==> src/rtl/rrfl_pkg.sv <==
// ----------------------------------------------------------------------------
// Rename free list package
// Action and status codes, sequencer states and checkpoint store controls.
// ----------------------------------------------------------------------------
`default_nettype none

package rrfl_pkg;

  localparam int unsigned RING_DEPTH = 32;
  localparam int unsigned RING_AW    = 5;
  localparam int unsigned REG_W      = 6;
  localparam int unsigned LEVEL_W    = 6;

  typedef enum logic [2:0] {
    ACT_ALLOC   = 3'd0,
    ACT_SETF    = 3'd1,
    ACT_COMMIT  = 3'd2,
    ACT_FREE    = 3'd3,
    ACT_CKPT    = 3'd4,
    ACT_RESTORE = 3'd5
  } action_e;

  typedef enum logic [2:0] {
    STS_OK       = 3'd0,
    STS_EMPTY    = 3'd1,
    STS_FULL     = 3'd2,
    STS_BADID    = 3'd3,
    STS_OVERFLOW = 3'd4
  } status_e;

  typedef enum logic [2:0] {
    S_IDLE,
    S_EXEC,
    S_SAVE,
    S_LOAD,
    S_RESP
  } state_e;

  typedef struct packed {
    logic map_we;
    logic ring_we;
    logic ptr_we;
  } store_ctl_t;

endpackage

`default_nettype wire

==> src/rtl/register_rename_free_list.sv <==
// ----------------------------------------------------------------------------
// Register rename free list
// Rename maps, FIFO free list, ready bits and checkpoints under a sequencer.
// ----------------------------------------------------------------------------
// Sequence: allocate, set, commit, free and rejected actions pass S_EXEC and S_RESP,
//   with done_o strobed from a register fed by S_RESP; a checkpoint adds S_SAVE and
//   a restore S_LOAD, where the copy counter moves one map and ring entry per cycle.
// Handshake: busy stays high until the result cycle, so a new beat is taken
//   only once the previous one is done. Results are never stalled.
// Reset: maps hold identity, free list holds the spare registers, all ready.
`default_nettype none

module register_rename_free_list import rrfl_pkg::*; #(
  parameter int unsigned ARCH_REGS   = 32,
  parameter int unsigned PHYS_REGS   = 60,
  parameter int unsigned CHECKPOINTS = 8
) (
  input  wire logic       clk_i,
  input  wire logic       rst_ni,
  input  wire logic       start,
  output logic            busy,
  input  wire logic [2:0] action_i,
  input  wire logic [4:0] arch_reg_i,
  input  wire logic [5:0] phys_reg_i,
  input  wire logic [2:0] checkpoint_id_i,
  output logic            done_o,
  output logic [2:0]      status_o,
  output logic [5:0]      alloc_reg_o,
  output logic [2:0]      new_checkpoint_o,
  output logic [5:0]      free_count_o,
  output logic [5:0]      mapped_phys_o
);

  localparam int unsigned SWEEP = (ARCH_REGS > RING_DEPTH) ? ARCH_REGS : RING_DEPTH;
  localparam int unsigned IW    = $clog2(SWEEP);
  localparam int unsigned CW    = $clog2(SWEEP + 1);
  localparam int unsigned AW    = $clog2(ARCH_REGS);
  localparam int unsigned PW    = $clog2(PHYS_REGS);
  localparam int unsigned SLW   = (CHECKPOINTS > 1) ? $clog2(CHECKPOINTS) : 1;
  localparam int unsigned KW    = $clog2(CHECKPOINTS + 1);
  localparam int unsigned INIT_LEVEL =
    ((PHYS_REGS - ARCH_REGS) < RING_DEPTH) ? (PHYS_REGS - ARCH_REGS) : RING_DEPTH;

  state_e               state_q, state_d;
  logic [CW-1:0]        cnt_q, cnt_d;
  logic [2:0]           action_q;
  logic [4:0]           arch_q;
  logic [5:0]           phys_q;
  logic [2:0]           cid_q;
  logic [SLW-1:0]       slot_q;
  logic [REG_W-1:0]     spec_q   [ARCH_REGS];
  logic [REG_W-1:0]     commit_q [ARCH_REGS];
  logic [REG_W-1:0]     ring_q   [RING_DEPTH];
  logic [RING_AW-1:0]   head_q;
  logic [LEVEL_W-1:0]   level_q;
  logic [PHYS_REGS-1:0] ready_q;
  logic [KW-1:0]        ckcnt_q;
  logic [2:0]           status_q;
  logic [5:0]           alloc_q;
  logic [2:0]           newcp_q;

  logic                 arch_ok, ckpt_full, bad_id, push_in, ring_full;
  logic [AW-1:0]        arch_ix;
  logic [REG_W-1:0]     push_val, alloc_val;
  logic [RING_AW-1:0]   tail;
  logic [CW-1:0]        widx;
  logic [IW-1:0]        idx;
  logic [SLW-1:0]       slot_sel;
  logic [2:0]           status_d;
  store_ctl_t           ctl;
  logic [REG_W-1:0]     map_rd, ring_rd;
  logic [RING_AW-1:0]   head_rd;
  logic [LEVEL_W-1:0]   level_rd;
  logic [PHYS_REGS-1:0] ready_rd;

  assign arch_ok   = int'(arch_q) < ARCH_REGS;
  assign arch_ix   = AW'(arch_q);
  assign ckpt_full = int'(ckcnt_q) >= CHECKPOINTS;
  assign bad_id    = (int'(cid_q) >= int'(ckcnt_q)) || (int'(cid_q) >= CHECKPOINTS);
  assign push_val  = (action_e'(action_q) == ACT_COMMIT) ? commit_q[arch_ix] : phys_q;
  assign push_in   = (int'(push_val) >= ARCH_REGS) && (int'(push_val) < PHYS_REGS);
  assign ring_full = int'(level_q) >= RING_DEPTH;
  assign tail      = head_q + level_q[RING_AW-1:0];
  assign alloc_val = ring_q[head_q];
  assign idx       = cnt_q[IW-1:0];
  assign widx      = cnt_q - CW'(1);
  assign busy      = (state_q != S_IDLE);

  always_comb begin
    status_d = STS_OK;
    case (action_e'(action_q))
      ACT_ALLOC:   if (level_q == '0) status_d = STS_EMPTY;
      ACT_COMMIT:  if (arch_ok && push_in && ring_full) status_d = STS_OVERFLOW;
      ACT_FREE:    if (push_in && ring_full) status_d = STS_OVERFLOW;
      ACT_CKPT:    if (ckpt_full) status_d = STS_FULL;
      ACT_RESTORE: if (bad_id) status_d = STS_BADID;
      default:     status_d = STS_OK;
    endcase
  end

  always_comb begin
    state_d  = state_q;
    cnt_d    = cnt_q;
    ctl      = '0;
    slot_sel = slot_q;
    case (state_q)
      S_IDLE: begin
        if (start) state_d = S_EXEC;
      end
      S_EXEC: begin
        cnt_d   = '0;
        state_d = S_RESP;
        if (action_e'(action_q) == ACT_RESTORE) begin
          slot_sel = SLW'(cid_q);
          if (!bad_id) state_d = S_LOAD;
        end else begin
          slot_sel = SLW'(ckcnt_q);
          if (action_e'(action_q) == ACT_CKPT && !ckpt_full) begin
            ctl.ptr_we = 1'b1;
            state_d    = S_SAVE;
          end
        end
      end
      S_SAVE: begin
        ctl.map_we  = int'(idx) < ARCH_REGS;
        ctl.ring_we = int'(idx) < RING_DEPTH;
        cnt_d       = cnt_q + CW'(1);
        if (int'(cnt_q) == SWEEP - 1) state_d = S_RESP;
      end
      S_LOAD: begin
        cnt_d = cnt_q + CW'(1);
        if (int'(cnt_q) == SWEEP) state_d = S_RESP;
      end
      S_RESP: begin
        state_d = S_IDLE;
      end
      default: state_d = S_IDLE;
    endcase
  end

  always_ff @(posedge clk_i or negedge rst_ni) begin
    if (!rst_ni) begin
      state_q <= S_IDLE;
      cnt_q   <= '0;
    end else begin
      state_q <= state_d;
      cnt_q   <= cnt_d;
    end
  end

  always_ff @(posedge clk_i) begin
    if (start && !busy) begin
      action_q <= action_i;
      arch_q   <= arch_reg_i;
      phys_q   <= phys_reg_i;
      cid_q    <= checkpoint_id_i;
    end
    if (state_q == S_EXEC) begin
      slot_q   <= slot_sel;
      status_q <= status_d;
      alloc_q  <= (action_e'(action_q) == ACT_ALLOC && level_q != '0) ? alloc_val : '0;
      newcp_q  <= (action_e'(action_q) == ACT_CKPT && !ckpt_full) ? 3'(ckcnt_q) : '0;
    end
  end

  always_ff @(posedge clk_i or negedge rst_ni) begin
    if (!rst_ni) begin
      for (int i = 0; i < ARCH_REGS; i++) begin
        spec_q[i]   <= REG_W'(i);
        commit_q[i] <= REG_W'(i);
      end
      for (int i = 0; i < RING_DEPTH; i++) begin
        ring_q[i] <= (ARCH_REGS + i < PHYS_REGS) ? REG_W'(ARCH_REGS + i) : '0;
      end
      head_q  <= '0;
      level_q <= LEVEL_W'(INIT_LEVEL);
      ready_q <= '1;
      ckcnt_q <= '0;
    end else begin
      case (state_q)
        S_EXEC: begin
          case (action_e'(action_q))
            ACT_ALLOC: begin
              if (level_q != '0) begin
                head_q  <= head_q + RING_AW'(1);
                level_q <= level_q - LEVEL_W'(1);
                if (int'(alloc_val) < PHYS_REGS) ready_q[PW'(alloc_val)] <= 1'b0;
              end
            end
            ACT_SETF: begin
              if (arch_ok) spec_q[arch_ix] <= phys_q;
            end
            ACT_COMMIT, ACT_FREE: begin
              if ((action_e'(action_q) == ACT_FREE || arch_ok) && push_in && !ring_full) begin
                ring_q[tail]           <= push_val;
                level_q                <= level_q + LEVEL_W'(1);
                ready_q[PW'(push_val)] <= 1'b1;
              end
              if (action_e'(action_q) == ACT_COMMIT && arch_ok) commit_q[arch_ix] <= phys_q;
            end
            ACT_CKPT: begin
              if (!ckpt_full) ckcnt_q <= ckcnt_q + KW'(1);
            end
            ACT_RESTORE: begin
              if (!bad_id) begin
                head_q  <= head_rd;
                level_q <= level_rd;
                ready_q <= ready_rd;
              end
            end
            default: ;
          endcase
        end
        S_LOAD: begin
          if (cnt_q != '0) begin
            if (int'(widx) < ARCH_REGS) spec_q[AW'(widx)] <= map_rd;
            if (int'(widx) < RING_DEPTH) ring_q[RING_AW'(widx)] <= ring_rd;
          end
        end
        default: ;
      endcase
    end
  end

  always_ff @(posedge clk_i or negedge rst_ni) begin
    if (!rst_ni) begin
      done_o <= 1'b0;
    end else begin
      done_o <= (state_q == S_RESP);
    end
  end

  always_ff @(posedge clk_i) begin
    if (state_q == S_RESP) begin
      free_count_o  <= level_q;
      mapped_phys_o <= arch_ok ? spec_q[arch_ix] : '0;
    end
  end

  assign status_o         = status_q;
  assign alloc_reg_o      = alloc_q;
  assign new_checkpoint_o = newcp_q;

  rrfl_ckpt_store #(
    .ARCH_REGS   (ARCH_REGS),
    .PHYS_REGS   (PHYS_REGS),
    .CHECKPOINTS (CHECKPOINTS),
    .SLW         (SLW),
    .IW          (IW)
  ) u_store (
    .clk_i      (clk_i),
    .ctl_i      (ctl),
    .slot_i     (slot_sel),
    .idx_i      (idx),
    .map_wd_i   (spec_q[AW'(idx)]),
    .ring_wd_i  (ring_q[RING_AW'(idx)]),
    .head_wd_i  (head_q),
    .level_wd_i (level_q),
    .ready_wd_i (ready_q),
    .map_rd_o   (map_rd),
    .ring_rd_o  (ring_rd),
    .head_rd_o  (head_rd),
    .level_rd_o (level_rd),
    .ready_rd_o (ready_rd)
  );

endmodule

`default_nettype wire

==> src/rtl/rrfl_ckpt_store.sv <==
// ----------------------------------------------------------------------------
// Rename free list checkpoint store
// Saved maps and rings in memories, saved pointers and ready bits per slot.
// ----------------------------------------------------------------------------
`default_nettype none

module rrfl_ckpt_store import rrfl_pkg::*; #(
  parameter int unsigned ARCH_REGS   = 32,
  parameter int unsigned PHYS_REGS   = 60,
  parameter int unsigned CHECKPOINTS = 8,
  parameter int unsigned SLW = (CHECKPOINTS > 1) ? $clog2(CHECKPOINTS) : 1,
  parameter int unsigned IW  = $clog2((ARCH_REGS > RING_DEPTH) ? ARCH_REGS : RING_DEPTH)
) (
  input  wire logic                 clk_i,
  input  wire store_ctl_t           ctl_i,
  input  wire logic [SLW-1:0]       slot_i,
  input  wire logic [IW-1:0]        idx_i,
  input  wire logic [REG_W-1:0]     map_wd_i,
  input  wire logic [REG_W-1:0]     ring_wd_i,
  input  wire logic [RING_AW-1:0]   head_wd_i,
  input  wire logic [LEVEL_W-1:0]   level_wd_i,
  input  wire logic [PHYS_REGS-1:0] ready_wd_i,
  output logic      [REG_W-1:0]     map_rd_o,
  output logic      [REG_W-1:0]     ring_rd_o,
  output logic      [RING_AW-1:0]   head_rd_o,
  output logic      [LEVEL_W-1:0]   level_rd_o,
  output logic      [PHYS_REGS-1:0] ready_rd_o
);

  localparam int unsigned MAP_DEPTH  = CHECKPOINTS * ARCH_REGS;
  localparam int unsigned RINGS      = CHECKPOINTS * RING_DEPTH;
  localparam int unsigned MAW        = $clog2(MAP_DEPTH);
  localparam int unsigned RAW        = $clog2(RINGS);

  logic [REG_W-1:0]     map_mem  [MAP_DEPTH];
  logic [REG_W-1:0]     ring_mem [RINGS];
  logic [RING_AW-1:0]   head_q   [CHECKPOINTS];
  logic [LEVEL_W-1:0]   level_q  [CHECKPOINTS];
  logic [PHYS_REGS-1:0] ready_q  [CHECKPOINTS];
  logic [MAW-1:0]       map_addr;
  logic [RAW-1:0]       ring_addr;

  assign map_addr  = MAW'(int'(slot_i) * ARCH_REGS + int'(idx_i));
  assign ring_addr = RAW'(int'(slot_i) * RING_DEPTH + int'(idx_i));

  always_ff @(posedge clk_i) begin
    if (ctl_i.map_we) begin
      map_mem[map_addr] <= map_wd_i;
    end
    if (ctl_i.ring_we) begin
      ring_mem[ring_addr] <= ring_wd_i;
    end
    map_rd_o  <= map_mem[map_addr];
    ring_rd_o <= ring_mem[ring_addr];
  end

  always_ff @(posedge clk_i) begin
    if (ctl_i.ptr_we) begin
      head_q[slot_i]  <= head_wd_i;
      level_q[slot_i] <= level_wd_i;
      ready_q[slot_i] <= ready_wd_i;
    end
  end

  assign head_rd_o  = head_q[slot_i];
  assign level_rd_o = level_q[slot_i];
  assign ready_rd_o = ready_q[slot_i];

endmodule

`default_nettype wire

==> config.mk <==
export PLATFORM = sky130hd
export DESIGN_NAME = register_rename_free_list
export DESIGN_NICKNAME = d
export VERILOG_FILES = /design/src/rtl/rrfl_pkg.sv /design/src/rtl/register_rename_free_list.sv /design/src/rtl/rrfl_ckpt_store.sv
export SDC_FILE = /design/constraint.sdc
export NUM_CORES = 2
export LEC_CHECK = 0
export ABC_CLOCK_PERIOD_IN_PS = 8300
export BUFFER_PORTS_ARGS = -buffer_cell sky130_fd_sc_hd__buf_2
export CORE_ASPECT_RATIO = 2
export CORE_UTILIZATION = 55
export DETAILED_ROUTE_END_ITERATION = 8
export GPL_TIMING_DRIVEN = 0
export MAX_ROUTING_LAYER = met4
export PLACE_DENSITY = 0.73
export SYNTH_ARGS = -nofsm -noshare
export SYNTH_HDL_FRONTEND = slang
export SYNTH_HIERARCHICAL = 1
export SYNTH_SLANG_ARGS = --single-unit
==> constraint.sdc <==
create_clock -name clk_i -period 8.3 [get_ports clk_i]
set_input_delay 0.83 -clock clk_i [delete_from_list [all_inputs] [get_ports clk_i]]
set_output_delay 0.83 -clock clk_i [all_outputs]
set_load 0.02 [all_outputs]
* After elaboration in Yosys (flattened, before gate mapping)
Memory sizes are Yosys's and may differ from the RTL's. A register that Yosys moved wholly into a read port is not among the register bits.
Cells that the tools add are included.
** Word-level totals
- Input bits :: 20
- Word-level logic and storage cells :: 265
- Output and inout port bits :: 26
- Bits in writable memories :: 3160
- Memories kept :: 4
- Flip-flop bits (word level) :: 645
** Memories
- u_store.map_mem :: depth 256, bits a word 6, read ports 1, clocked after memory_dff 1, wr ports 1, line rrfl_ckpt_store.sv:35 : logic [REG_W-1:0] map_mem [MAP_DEPTH];
- u_store.ring_mem :: depth 256, bits a word 6, read ports 1, clocked after memory_dff 1, wr ports 1, line rrfl_ckpt_store.sv:36 : logic [REG_W-1:0] ring_mem [RINGS];
- u_store.level_q :: depth 8, bits a word 6, read ports 1, clocked after memory_dff 0, wr ports 1, line rrfl_ckpt_store.sv:38 : logic [LEVEL_W-1:0] level_q [CHECKPOINTS];
- u_store.head_q :: depth 8, bits a word 5, read ports 1, clocked after memory_dff 0, wr ports 1, line rrfl_ckpt_store.sv:37 : logic [RING_AW-1:0] head_q [CHECKPOINTS];
** Operators by class
- $lt $le $gt $ge :: 14
- Reduce and logical (&&, ||, !) cells :: 31
- Bitwise logic cells :: 6
- Multiplexer cells :: 68
- Eq/ne operators :: 22
- Add/subtract/negate cells :: 8
** Operator list (count)
- 2-to-1 mux 192 bit :: 7
- bitwise mux 192 bit :: 5
- case mux 192 bit (2 select lines) :: 2
- binary-select mux 6 bit (select 5 bit) :: 5
- 2-to-1 mux 6 bit :: 17
- demux 6 bit (select 5 bit) :: 3
- >= comparator 6 bit (second input constant) :: 7
- inverter 5 -> 6 bit :: 5
- 2-to-1 mux 3 bit :: 9
- case mux 3 bit (4 select lines) :: 2
- < comparator 6 x 1 -> 1 bit (second input constant) :: 3
- case mux 6 bit (3 select lines) :: 1
- inequality test 2 bit (second input constant) :: 7
- adder 6 x 1 -> 6 bit (second input constant) :: 2
- == test 3 x 2 -> 1 bit (second input constant) :: 4
- < comparator 6 bit (second input constant) :: 2
- case mux 6 bit (2 select lines) :: 1
- nonzero test 6 bit :: 2
- subtractor 6 x 1 -> 6 bit (second input constant) :: 2
- 2-to-1 mux 1 bit :: 10
- 2-to-1 mux 5 bit :: 2
- case mux 5 bit (2 select lines) :: 1
- AND reduction 5 bit :: 2
- == test 3 bit (second input constant) :: 3
- 21 further kinds :: 45

* Longest topological paths before layout
- Depth after elaboration :: 11
- Gate-level depth with buffers :: 17
- Depth with buffers taken out :: 11

* By module
The synthesis kept the hierarchy.
** By module, submodules not included
- rrfl_ckpt_store :: seq. area each 109545.1 sq um, times used 1, cells an instance 6282, area an instance 139289.8 sq um
- register_rename_free_list :: seq. area each 18256.3 sq um, times used 1, cells an instance 3516, area an instance 41717.5 sq um

* Worst setup path after synthesis
OpenSTA, ideal clock, no wires.
- Kind :: reg-to-reg
- Start :: register action_q[0]
- End :: memory u_store.head_q[4][0] (enable)
- Path buffers :: 7
- Setup time :: 587 ps
- Period minus slack after synthesis :: 8465 ps
- Data arrival time :: 7878 ps
- Setup slack :: -165 ps
- Data required time :: 7713 ps
- Stages on the path, launching flop included :: 13
- Cells stage by stage :: edfxtp_1 clkbuf_1 and3b_1 clkbuf_1 clkbuf_1 buf_1 clkbuf_1 nand2_1 a31oi_1 clkbuf_1 clkbuf_1 nand2_1 nor3_1
** Between the ends
- Elaborated cells between the ends (all ways) :: 10
- Those cells by class :: 2 x eq/ne; 7 x mux; 1 x reduce/logical
** RTL lines
- from (decl) :: line register_rename_free_list.sv:46 : logic [2:0] action_q;
- from (signal assigned) :: line register_rename_free_list.sv:153 : action_q <= action_i;
- == test 3 bit :: line register_rename_free_list.sv:113 : if (action_e'(action_q) == ACT_RESTORE) begin
- 2-to-1 mux 3 bit :: line register_rename_free_list.sv:113
- 2-to-1 mux 3 bit :: line register_rename_free_list.sv:106 : case (state_q)
- named net slot_sel[2] :: line register_rename_free_list.sv:68 : logic [SLW-1:0] slot_sel;
- to (decl) :: line rrfl_ckpt_store.sv:37
The timed path passes the listed nets, and every way through them passes these cells.

* Final worst setup path
- Start :: register state_q[1]
- End :: register u_store.map_rd_o[2], read port of u_store.map_mem
** Between the ends
- Word-level cells in the longest chain between the ends :: 3
** RTL lines
- from (decl) :: line register_rename_free_list.sv:44 : state_e state_q, state_d;
- from (signal assigned) :: line register_rename_free_list.sv:146 : state_q <= state_d;
- == test 3 x 1 -> 1 bit :: line register_rename_free_list.sv:106
- 2-to-1 mux 3 bit :: line register_rename_free_list.sv:106
- named net slot_sel[0] :: line register_rename_free_list.sv:68
- adder 8 x 5 -> 8 bit :: line rrfl_ckpt_store.sv:43 : assign map_addr = MAW'(int'(slot_i) * ARCH_REGS + int'(idx_i));
- to (decl) :: line rrfl_ckpt_store.sv:23 : output logic [REG_W-1:0] map_rd_o,
The timed path passes the listed nets, and every way through them passes these cells.
A chain may end at the register's enable or synchronous reset.

==> results.toml <==
[final_layout]
layout_common_cells = "edfxtp_1, mux4_2, nor2_1, mux2_2, clkbuf_1"
drive_gt1_share_pct = 28.7
layout_commonest_cell = "edfxtp_1"
design_area_mm2 = 0.177
multi_input_area_mm2 = 0.0443
area_growth_pct = 11.6
nFillCells = 20055
seq_area_mm2 = 0.112
layout.nets = 9115

[logic_synthesis]
avgSynthCellArea_um2 = 18.4
syn_nets = 8652
netlist_area_mm2 = 0.159
yosysWarnings = 6
syn_inst = 8610

[outcome]
status = "finished with violations"
violations = "max-capacitance violations, max-slew violations"

[sta]
setup_violations = 0
worstMarginPinSlew_ps = 1750
min_period_ps = 7880
rsz0062_at_grt = "false"
fmax_mhz = 127
hold_violations = 0
slew_violations = 202
tns_ps = 0
finalClockSkew_ps = 59.8
finalCritPeriodShare_pct = 94.9
relSlewSlack_pct = -16.8

[floorplanning]
start_util_pct = 55.4
fp.dieH_um = 762
fp.dieW_um = 382
ios = 46
placeableCoreArea_mm2 = 0.287
rows = 278
dieArea_mm2 = 0.291

[clock_tree]
clk_pin_slew_ps = 70
ctsResizeCount = 0
clock_path_buffers = 4
clock-sinks = 3817
cts_buffers = 331
cts_tree = "done"
root_buffer = "clkbuf_16"
cts.htree.levels = 5
insertion_delay_ps = 940

[route]
viasPerCell = 7.07
wl_per_cell_um = 46.3
drc = 0
via_count = 93207
ant_nets = 0
drtIter0Drc = 11108
dr.pass1.iters = 8
drt-total-wl_mm = 610

[critical_path]
crit_fanout = 24
timing.rr.start = "state_q[1]$_DFFE_PN0P_"
reg2reg_to = "u_store/map_rd_o[2]$_DFF_P_"
critPathArrivalTime_ps = 8570
crit_top_cell = "clkbuf_1"
cp.required_ps = 8990
path_cells = "clkbuf_1 -> inv_1 -> nand2b_1 -> inv_1 -> clkbuf_2 -> nor2_1 -> a31oi_1 -> clkbuf_1 -> nand2_1 -> clkbuf_1 -> clkbuf_1 -> a21oi_1 -> o41ai_1 -> nand4_1"
crit_type = "reg2reg"
reg2reg_depth = 14
rrSetupSlack_ps = 420
critPathMaxStageDelay_ps = 1180
critPathCaptureType = "register"
cpMaxStageDelayCell = "clkbuf_1"
start_kind = "register"

[place]
place_congestion = 1.07
place_hpwl_mm = 454
placed_cell_area_mm2 = 0.166
portBuffers = 45

[min_path]
worstHoldStart = "checkpoint_id_i[2]"
hold_path_depth = 1
whs_endpoint = "cid_q[2]$_DFFE_PP_"
hold_class = "in2reg"

[power]
total_leakage_power_nw = 54.2
peakVddDrop_uv = 279
pwr-share-seq_pct = 43.5
p_comb_share_pct = 24.4
p_total_w = 0.0509
intPower_w = 0.0345
p_sw_w = 0.0164
clkPwrFrac_pct = 32.2
powerDensity_mw_per_mm2 = 287
swShare_pct = 32.2

[global_route]
grt_pass1_wl_mm = 816
track_usage_pct = 43.7
grt_max_degree = 145
antenna_found_initial = 33
grt_overflow_total = 0
grt_pass1_vias = 95950

[flow_run]
drv_cap = 27
worst max-delay path: cells and delay by family, from the launching register on:
kind,cells,cell delay [ps]
compound gates,3,1690
flops,1,330
buf+inv,7,4000
simple gates,4,1570
per-stage QoR:
step | worst slack, ps | cells | utilization [%] | hold WS, ps
floorplan | 4110 | 8610 | - | 471
global placement | -7360 | 12435 | 57.1 | 481
detailed placement | 1000 | 12514 | 57.8 | 490
CTS | 983 | 13114 | 61.7 | 36.4
global route | 834 | 13154 | 61.8 | 83.5
finish | 422 | 13176 | 61.8 | 85.5
timing repair:
action	in CTS	in global routing
endpoints found under the hold margin	2	0
setup buffers	0	0
hold buffers	1	0
state kept, by name, summed over array words and instances, names as in the netlist, 40 cells and up:
| signal | flops |
|---|---|
| commit_q | 192 |
| u_store/ring_mem | 1536 |
| spec_q | 192 |
| ring_q | 192 |
| u_store/head_q | 40 |
| u_store/map_mem | 1536 |
| u_store/level_q | 48 |
worst max path at each step:
stage                                start                            endpoint  cells after the start
finish              state_q[1]$_DFFE_PN0P_         u_store/map_rd_o[2]$_DFF_P_                     14
global route         action_q[0]$_DFFE_PP_  u_store/ring_mem[184][4]$_DFFE_PP_                     14
global placement                    rst_ni             ring_q[115]$_DFFE_PN0P_                      1
detailed placement   action_q[0]$_DFFE_PP_  u_store/ring_mem[184][3]$_DFFE_PP_                     14
floorplan             cnt_q[1]$_DFFE_PN0P_     u_store/map_mem[0][3]$_DFFE_PP_                      6
CTS                  action_q[0]$_DFFE_PP_  u_store/ring_mem[184][4]$_DFFE_PP_                     14
power by group through the flow:
| stage | clock network, W | logic, W | registers [W] |
|---|---|---|---|
| finish | 0.0164 | 0.0124 | 0.0221 |
| detailed placement | 0 | 0.0120 | 0.0225 |
| CTS | 0.0165 | 0.0120 | 0.0221 |
| global placement | 0 | 0.0115 | 0.0226 |
| floorplan | 0 | 0.00628 | 0.0224 |
| global route | 0.0171 | 0.0124 | 0.0221 |
layer usage:
layer / GRT usage, % / wire, µm / vias up
met1: 38.1 / 160000 / 48368
met4: 52.2 / 93400 / 0
met5: - / 0 / -
met3: 7.76 / 43800 / 2500
li1: - / - / 36212
met2: 72.6 / 313000 / 6127
final cells by class:
| type | instances | area share (%) |
|---|---|---|
| plain buffers | 672 | 1.68 |
| clock inverters | 195 | 1.37 |
| flip-flops and latches | 3817 | 63.1 |
| diodes | 57 | 0.0805 |
| inverters | 28 | 0.0593 |
| multi-input cells | 4093 | 25.0 |
| clock buffers | 404 | 4.98 |
| repair buffers | 130 | 1.03 |
| well taps | 3780 | 2.67 |
Note: power is estimated with default switching activity, not from simulation.
